===== config.mk =====
export PLATFORM = sky130hd
export DESIGN_NAME = icpp_chan_pred
export DESIGN_NICKNAME = d
export VERILOG_FILES = /design/src/hw/rtl/inter_channel_pixel_predictor_unit_assert.svh /design/src/hw/rtl/icpp_pkg.sv /design/src/hw/rtl/icpp_chan_pred.sv
export SDC_FILE = /design/constraint.sdc
export NUM_CORES = 1
export LEC_CHECK = 0
export ABC_AREA = 1
export CAP_MARGIN = 10
export CORE_MARGIN = 8
export CORE_UTILIZATION = 65
export DETAILED_ROUTE_END_ITERATION = 10
export DONT_BUFFER_PORTS = 1
export GPL_TIMING_DRIVEN = 0
export PLACE_DENSITY = 0.87
export RECOVER_POWER = 25
export SYNTH_ARGS = -nofsm -noshare
export SYNTH_HDL_FRONTEND = slang
export SYNTH_SLANG_ARGS = --single-unit

===== constraint.sdc =====
create_clock -name vclk -period 15.4
set_clock_uncertainty 0.15 [all_clocks]
set_input_delay 0.77 -clock vclk [all_inputs]
set_output_delay 0.77 -clock vclk [all_outputs]
set_load 0.03 [all_outputs]

===== src/hw/rtl/inter_channel_pixel_predictor_unit_assert.svh =====
// Assertion macros for the pixel predictor. Each expects i_clk and i_rst_n in scope.
`ifndef INTER_CHANNEL_PIXEL_PREDICTOR_UNIT_ASSERT_SVH
`define INTER_CHANNEL_PIXEL_PREDICTOR_UNIT_ASSERT_SVH
`ifndef SYNTHESIS
`define ICPP_ASSERT_SAME(lbl, ante, cons) \
    lbl: assert property (@(posedge i_clk) disable iff (!i_rst_n) (ante) |-> (cons)) \
        else $error("icpp: same-cycle check failed");
`define ICPP_ASSERT_NEXT(lbl, ante, cons) \
    lbl: assert property (@(posedge i_clk) disable iff (!i_rst_n) (ante) |=> (cons)) \
        else $error("icpp: next-cycle check failed");
`else
`define ICPP_ASSERT_SAME(lbl, ante, cons)
`define ICPP_ASSERT_NEXT(lbl, ante, cons)
`endif
`endif


===== src/hw/rtl/icpp_pkg.sv =====
`default_nettype none
package icpp_pkg;

    localparam int MAX_WIDTH_DEF = 4096;
    localparam int SAMPLE_W      = 8;
    localparam int PIXEL_W       = 3 * SAMPLE_W;
    localparam int N_TERMS       = 11;
    localparam int WEIGHT_W      = 4;
    localparam int WEIGHTS_W     = N_TERMS * WEIGHT_W;
    localparam int RED_W_W       = 40;
    localparam int GREEN_W_W     = 36;
    localparam int BLUE_W_W      = 44;
    localparam int SHIFT_W       = 3;
    localparam int IMG_WIDTH_W   = 13;
    localparam int SUM_W         = 17;
    localparam int PROD_W        = WEIGHT_W + SAMPLE_W + 1;
    localparam int CFG_IDX_W     = 3;
    localparam int CFG_DATA_W    = 44;

    localparam logic [IMG_WIDTH_W-1:0] IMAGE_WIDTH_RESET = IMG_WIDTH_W'(4096);

    typedef enum logic [CFG_IDX_W-1:0] {
        CFG_RED_WEIGHTS   = 3'd0,
        CFG_GREEN_WEIGHTS = 3'd1,
        CFG_BLUE_WEIGHTS  = 3'd2,
        CFG_RED_SHIFT     = 3'd3,
        CFG_GREEN_SHIFT   = 3'd4,
        CFG_BLUE_SHIFT    = 3'd5,
        CFG_IMAGE_WIDTH   = 3'd6
    } t_cfg_idx;

    typedef logic [N_TERMS-1:0][SAMPLE_W-1:0] t_terms;

    typedef struct packed {
        logic [WEIGHTS_W-1:0] weights;
        logic [SHIFT_W-1:0]   shift;
    } t_chan_cfg;

endpackage
`default_nettype wire


===== src/hw/rtl/icpp_chan_pred.sv =====
`default_nettype none
module icpp_chan_pred
    import icpp_pkg::*;
(
    input  wire t_terms             i_terms,
    input  wire t_chan_cfg          i_cfg,
    output logic [SAMPLE_W-1:0]     o_pred
);

    logic signed [PROD_W-1:0] prod [N_TERMS];
    logic signed [SUM_W-1:0]  sum;
    logic signed [SUM_W-1:0]  shifted;

    always_comb begin
        for (int i = 0; i < N_TERMS; i++) begin
            prod[i] = $signed(i_cfg.weights[WEIGHT_W*i +: WEIGHT_W])
                    * $signed({1'b0, i_terms[i]});
        end
    end

    always_comb begin
        sum = '0;
        for (int i = 0; i < N_TERMS; i++) begin
            sum = sum + SUM_W'(prod[i]);
        end
    end

    // arithmetic shift gives the floor of the quotient
    assign shifted = sum >>> i_cfg.shift;
    assign o_pred  = shifted[SAMPLE_W-1:0];

endmodule
`default_nettype wire


Yosys cells after proc, flatten, opt, wreduce, memory -nomap -nowiden:

Cells that the tools add are included.

* add/sub/neg operators: 10
* multipliers: 11
* shifts and indexed selects: 1

Operator list (number)
* $mul 4x9->13: 11
* $add 17x13->17: 6
* $add 16x13->17: 1
* $sshr 17x3->8: 1
* $add 15x13->16: 1
* $add 14x13->15: 1
* $add 13x13->14: 1

* bits in registers: 0
* input port bits: 135
* output and inout port bits: 8
* word-level logic and storage cells: 22

Longest topological paths before layout:

Gate-level depths: netlist (run 1).

* depth after elaboration: 12
* gate-level depth with buffers: 31
* mapped depth without buffers: 30

Worst setup path after synthesis (run 1):

OpenSTA, ideal clock, no wires.

* path kind: input to output
* start point: input port i_cfg[39] (netlist name)
* end point: output port o_pred[7]
* arrival time: 7336 ps
* required time: 14480 ps
* path slack: 7144 ps
* stages: 29
* path buffers: 1
* path through: clkbuf_1 -> nand2_1 -> inv_1 -> fa_1 -> inv_1 -> fa_1 -> inv_1 -> fa_1 -> inv_1 -> fa_1 -> fa_1 -> fa_1 -> fa_1 -> fa_1 -> inv_1 -> fa_1 -> ha_1 -> nand2_1 -> o21ai_1 -> nand3_1 -> nand3_1 -> nand2_1 -> nand2_1 -> nand2_1 -> nand2_1 -> nand2_1 -> nand2_1 -> inv_1 -> a21oi_1

* word-level cells in the longest chain between the ends: 4

RTL lines
* from (decl): line icpp_chan_pred.sv:6 `input wire t_chan_cfg i_cfg,`
* $mul 4x9->13: line icpp_chan_pred.sv:17 `* $signed({1'b0, i_terms[i]});`
* $add 17x13->17 (2 in series): line icpp_chan_pred.sv:24 `sum = sum + SUM_W'(prod[i]);`
* $sshr 17x3->8: line icpp_chan_pred.sv:29 `assign shifted = sum >>> i_cfg.shift;`
* to (decl): line icpp_chan_pred.sv:7 `output logic [SAMPLE_W-1:0] o_pred`

Every way passes these cells.

Worst setup path in the final report (run 1):

* start point: input port i_cfg[46] (netlist name)
* end point: output port o_pred[7]

* word-level cells in the longest chain between the ends: 3

RTL lines (line)
* $mul 4x9->13: icpp_chan_pred.sv:17
* $add 17x13->17: icpp_chan_pred.sv:24
* $sshr 17x3->8: icpp_chan_pred.sv:29

Every way passes these cells.

==> key figures, run 1 <==
Outcome
  • Status: complete, no violations

STA
  • Total count of hold-check failures in the final report: 0
  • Tightest Pin Transition: 645 ps
  • Final worst path period need: 9270 ps
  • Highest achievable clock rate: 0.108 GHz
  • Crit share post-route: 60.2%
  • Total Neg Setup Slack: 0 ps
  • RSZ-0062 raised after global routing: no
  • Count of pins over their slew limit: 0
  • Worst slew slack as a fraction of its limit: 57.1%
  • Hold slack: 1770 ps
  • Final setup fails: 0

Run
  • Max-Cap Viols: 0

Global route
  • Number of antenna violations at the first check in global routing: 1
  • GRT overflow: 0
  • Via count of the first global-routing pass: 11100
  • Pin count of the biggest net entering global routing: 12
  • GRT Resource Usage Total: 26.8%
  • Global-route wire length before repair: 54900 um

Floorplan
  • I/O pin count: 143
  • Total core area: 20800 um2
  • Row Count: 53
  • Initial Utilization: 65.4%
  • Die Height: 161 um
  • Die footprint: 25800 um2
  • Width of the die: 161 um

Route
  • Antenna Nets Post-Route: 0
  • Average via count per standard cell: 5.39
  • Number of DRC violations after detailed-routing iteration 0: 755
  • Vias after detailed routing: 10200
  • Average wire per cell in the routed design: 17.9 um
  • DRC violations left: 0
  • Total wire length after detailed routing: 33800 um
  • First drt pass iteration count: 7

Final layout
  • Area growth from synthesis to layout: 2.55%
  • Sequential cell area: 0 um2
  • Utilization of the core after routing: 67.1%
  • Layout sequential cell count: 0
  • Proportion of layout cells with a drive suffix above 1: 2.97%
  • Count of clock-net buffers in the final layout: 0
  • Final layout net count: 2246
  • Final design instance area without fill: 13900 um2

Critical path
  • CP arrival: 8350 ps
  • Library cell appearing most often on the critical path: sky130_fd_sc_hd__fa_1
  • Critical setup path kind: input pin to primary output
  • Worst path max stage delay: 560 ps
  • Type of destination of the critical path: primary output
  • WP buf/inv: 2
  • Startpoint types: input pin
  • Cell-by-cell listing of the critical path: clkinv_1 -> or2_2 -> fa_1 -> fa_1 -> fa_1 -> fa_1 -> fa_1 -> fa_1 -> fa_1 -> fa_1 -> fa_1 -> inv_1 -> ha_1 -> a21oi_1 -> o21ai_0 -> a21oi_1 -> nor2_1 -> nor2_1 -> nand3_1 -> nand3_1 -> nand2_1 -> a21oi_1
  • CP required: 14480 ps
  • Top delay family on crit path: adder cells
  • Worst path slowest cell: sky130_fd_sc_hd__fa_1
  • Maximum net fanout on the critical path: 10

CTS
  • Resize count post-CTS: 0
  • Number of buffers inserted by hold repair at cts: 0
  • Post-CTS Setup Repair Bufs: 0

Synthesis
  • Count leader, synth: sky130_fd_sc_hd__inv_1
  • Syn Inst Count: 1618
  • Netlist area before placement: 13600 um2
  • Area share of the leading cell type in the synthesized netlist: 54.8%
  • Fraction of the yosys area taken by sequential cells: 0%
  • Mean cell area of the mapped netlist: 8.39 um2
  • Top cells by area, synth: sky130_fd_sc_hd__fa_1, sky130_fd_sc_hd__inv_1, sky130_fd_sc_hd__ha_1
  • Commonest cells post-synth: sky130_fd_sc_hd__inv_1, sky130_fd_sc_hd__nand2_1, sky130_fd_sc_hd__fa_1
  • Synthesized netlist net count: 2244
  • Unique cell type count in the Yosys netlist: 33
  • Yosys warning count: 0
  • Cell taking the most area after synthesis: sky130_fd_sc_hd__fa_1

Hold path
  • Endpoint, Worst Hold: o_pred[0]
  • Hold Crit Start: i_cfg[1]
  • Hold/Removal Path Class: input pin to primary output
  • Count of cells along the worst hold path: 4

Placement
  • Weighted congestion at the end of routability-driven global placement: 0.939
  • Half-perimeter wire length of the detailed placement result: 31500 um
  • Post-place instance area: 13900 um2
  • Count of buffers inserted at the top-level ports: 0
worst max-delay path by stage:
| stage | cells after the start | slack (ps) | endpoint | startpoint |
|---|---|---|---|---|
| finish | 22 | 6130 | o_pred[7] | i_cfg[46] |
| global route | 22 | 5980 | o_pred[7] | i_cfg[46] |
| CTS | 22 | 6220 | o_pred[7] | i_cfg[46] |
| detailed placement | 22 | 6230 | o_pred[7] | i_cfg[46] |
| global placement | 22 | 6300 | o_pred[7] | i_cfg[46] |
| floorplan | 29 | 7140 | o_pred[7] | i_cfg[39] |
cells in the final DEF, fill, tap and decap left out, types with 2 or more instances in the layout:
cell	instances
sky130_fd_sc_hd__a21boi_0	2
sky130_fd_sc_hd__a21o_1	3
sky130_fd_sc_hd__a21oi_1	14
sky130_fd_sc_hd__a31oi_1	3
sky130_fd_sc_hd__buf_4	2
sky130_fd_sc_hd__clkbuf_1	34
sky130_fd_sc_hd__clkinv_1	7
sky130_fd_sc_hd__fa_1	372
sky130_fd_sc_hd__ha_1	119
sky130_fd_sc_hd__inv_1	462
sky130_fd_sc_hd__nand2_1	391
sky130_fd_sc_hd__nand2_2	4
sky130_fd_sc_hd__nand3_1	42
sky130_fd_sc_hd__nand4_1	4
sky130_fd_sc_hd__nor2_1	75
sky130_fd_sc_hd__o211ai_1	4
sky130_fd_sc_hd__o21ai_0	15
sky130_fd_sc_hd__o21ai_1	2
sky130_fd_sc_hd__o21bai_1	3
sky130_fd_sc_hd__or2_2	36
sky130_fd_sc_hd__xnor2_1	2
sky130_fd_sc_hd__xor2_1	11
cells by family (layout without fill, tap and decap cells):
logic type	count (synthesis)	count (layout)	share of synthesized area, %
and+or+nand+nor	556	556	16.7
buffers and inverters	508	508	14.2
adders and majority gates	491	491	65.8
AOI/OAI and AO/OA	46	46	1.94
xor gates and xnor gates	16	16	1.36
muxes	1	1	0.0737
other	0	1	0
cell type report:
cell class         count  area [um2]
fillers             1617        6830
plain buffers         39         163
inverters            469        1760
well taps            275         344
diodes                 1        2.50
multi-input cells   1110       11700
per-stage QoR:
step	std cells	worst slack, ps
floorplan	1618	7140
global placement	1893	6300
detailed placement	1893	6230
CTS	1893	6220
global route	1894	5980
finish	1894	6130
per-layer routing:
| layer | track usage, % | wire, um |
|---|---|---|
| met1 | 32.7 | 12100 |
| met3 | 5.32 | 3060 |
| met4 | 10.8 | 1860 |
| met2 | 45.8 | 16800 |
| met5 | 0 | 0 |
Power of run 1 is left out: the tool's default activity adds up to more than one toggle a clock period on the data nets, which glitch-free logic cannot reach.
==> inputs of run 2 (changes only) <==
--- a/config.mk
+++ b/config.mk
@@ -5,7 +5,7 @@
 export SDC_FILE = /design/constraint.sdc
 export NUM_CORES = 1
 export LEC_CHECK = 0
-export ABC_AREA = 1
+export ABC_AREA = 0
 export CAP_MARGIN = 10
 export CORE_MARGIN = 8
 export CORE_UTILIZATION = 65
==> constraint.sdc (replaced) <==
create_clock -name vclk -period 9.5
set_clock_uncertainty 0.15 [all_clocks]
set_input_delay 0.475 -clock vclk [all_inputs]
set_output_delay 0.475 -clock vclk [all_outputs]
set_load 0.03 [all_outputs]
==> run 2 against run 1 <==
  * Via count is 12% lower
  * First-iteration DRC count decreased by 24%
  * Core utilization increased by 1.1 points
  * Critical path depth is 1 lower
  * Wire length fell by 5.9%
  * Final cell count fell by 18%
  * Die area shrank 4.0%
  * Sequential cell count is the same
  * Critical endpoint is now o_pred[5]
==> key figures, run 2 <==
Synthesis
  • Mean cell area of the mapped netlist: 10.1 um2
  • Top cells by area, synth: sky130_fd_sc_hd__fa_1, sky130_fd_sc_hd__ha_1, sky130_fd_sc_hd__and2_1
  • Netlist area before placement: 13000 um2
  • Synthesized netlist net count: 1906
  • Area share of the leading cell type in the synthesized netlist: 57.4%
  • Unique cell type count in the Yosys netlist: 51
  • Fraction of the yosys area taken by sequential cells: 0%
  • Commonest cells post-synth: sky130_fd_sc_hd__fa_1, sky130_fd_sc_hd__inv_1, sky130_fd_sc_hd__and2_1
  • Syn Inst Count: 1280
  • Cell taking the most area after synthesis: sky130_fd_sc_hd__fa_1
  • Count leader, synth: sky130_fd_sc_hd__fa_1
  • Yosys warning count: 0

Final layout
  • Finished Layout Cells: 1545
  • Final layout net count: 1908
  • Final design instance area without fill: 13300 um2
  • Diodes inserted: 0
  • Count of clock-net buffers in the final layout: 0
  • Layout sequential cell count: 0
  • Proportion of layout cells with a drive suffix above 1: 1.33%
  • Top library cells by usage in the layout, fill and taps aside: sky130_fd_sc_hd__fa_1, sky130_fd_sc_hd__inv_1, sky130_fd_sc_hd__and2_1
  • Sequential cell area: 0 um2
  • Area growth from synthesis to layout: 2.55%
  • Most common library cell in the layout ignoring fill and taps: sky130_fd_sc_hd__fa_1

Critical path
  • Maximum net fanout on the critical path: 9
  • Type of destination of the critical path: primary output
  • Startpoint types: input pin
  • CP arrival: 7950 ps
  • Worst setup path startpoint: i_cfg[31]
  • CP required: 8880 ps
  • Critical setup path kind: input pin to primary output

STA
  • Final worst path period need: 8580 ps
  • Highest achievable clock rate: 0.117 GHz
  • Total count of hold-check failures in the final report: 0
  • Count of pins over their slew limit: 0
  • Final setup fails: 0
  • Tightest Pin Transition: 925 ps
  • Worst slew slack as a fraction of its limit: 37.7%
  • Total Neg Setup Slack: 0 ps
  • RSZ-0062 raised after global routing: no
  • Crit share post-route: 90.3%

Global route
  • Pin count of the biggest net entering global routing: 15
  • GRT overflow: 0
  • Number of antenna violations at the first check in global routing: 1
  • Global-route wire length before repair: 52300 um
  • GRT Resource Usage Total: 27.3%
  • Via count of the first global-routing pass: 10400

Floorplan
  • I/O pin count: 143
  • Total core area: 19500 um2
  • Die Height: 157 um
  • Die footprint: 24700 um2
  • Initial Utilization: 66.5%
  • Width of the die: 157 um
  • Row Count: 51

CTS
  • Post-CTS Setup Repair Bufs: 0
  • Resize count post-CTS: 0
  • Number of buffers inserted by hold repair at cts: 0

Route
  • Total wire length after detailed routing: 31800 um
  • Number of DRC violations after detailed-routing iteration 0: 577
  • First drt pass iteration count: 5
  • Average wire per cell in the routed design: 20.6 um
  • Antenna Nets Post-Route: 0
  • Vias after detailed routing: 8987
  • DRC violations left: 0
  • Average via count per standard cell: 5.82

Hold path
  • Hold Crit Start: i_cfg[2]
  • Hold/Removal Path Class: input pin to primary output

Placement
  • Count of buffers inserted at the top-level ports: 0
  • Post-place instance area: 13300 um2
  • Placed instance count: 1545
  • Weighted congestion at the end of routability-driven global placement: 0.897
  • Half-perimeter wire length of the detailed placement result: 29800 um

Run
  • Max-Cap Viols: 0

Outcome
  • Status: complete, no violations
run 2: per-stage QoR:
stage | util [%] | hold WS (ps) | setup slack, ps
after floorplan | - | 1100 | 1540
after global placement | 68.2 | 1110 | 1130
after detailed placement | 68.2 | 1110 | 980
after CTS | 68.2 | 1110 | 963
after global routing | 68.2 | 1120 | 653
final | 68.2 | 1110 | 921
run 2: logic make-up (layout without fill, tap and decap cells):
logic type / Yosys count / after routing / synth area share [%]
adder cells (fa/ha/maj): 494 / 494 / 69.1
XOR/XNOR: 32 / 32 / 2.27
AO/OA/AOI/OAI: 53 / 53 / 2.89
multiplexers: 11 / 11 / 0.954
buffers and inverters: 276 / 276 / 8.05
AND/OR/NAND/NOR: 414 / 414 / 16.8
run 2: layout make-up:
class / count / area [um2]
plain buffers: 8 / 38.8
well taps: 265 / 332
fillers: 1430 / 6220
inverters: 268 / 1010
multi-input cells: 1004 / 11900
run 2: worst paths after layout:
check,end,cells past startpoint
setup / recovery,o_pred[5],21
hold / removal,o_pred[7],3
run 2: routing by layer:
| metal | track usage, % | share of wire (%) | vias to the layer above |
|---|---|---|---|
| li1 | - | - | 3808 |
| met2 | 46.8 | 50 | 415 |
| met4 | 13.4 | 6.4 | 2 |
| met1 | 31.9 | 34 | 4637 |
| met3 | 6.39 | 9.7 | 125 |
| met5 | 0 | 0.041 | - |
run 2: critical path: stages:
cell,delay (ps)
sky130_fd_sc_hd__clkbuf_1,390
sky130_fd_sc_hd__and2_1,240
sky130_fd_sc_hd__fa_1,420
sky130_fd_sc_hd__inv_1,80
sky130_fd_sc_hd__fa_1,420
sky130_fd_sc_hd__fa_1,520
sky130_fd_sc_hd__fa_1,590
sky130_fd_sc_hd__fa_1,450
sky130_fd_sc_hd__fa_1,610
sky130_fd_sc_hd__fa_1,460
sky130_fd_sc_hd__fa_1,420
sky130_fd_sc_hd__fa_1,510
sky130_fd_sc_hd__inv_1,40
sky130_fd_sc_hd__ha_1,320
sky130_fd_sc_hd__a21oi_1,280
sky130_fd_sc_hd__o21bai_2,120
sky130_fd_sc_hd__a2111oi_4,370
sky130_fd_sc_hd__nor3b_1,120
sky130_fd_sc_hd__nor3b_1,310
sky130_fd_sc_hd__o21ai_0,140
sky130_fd_sc_hd__a32oi_1,650
Power of run 2 is left out for the same reason.
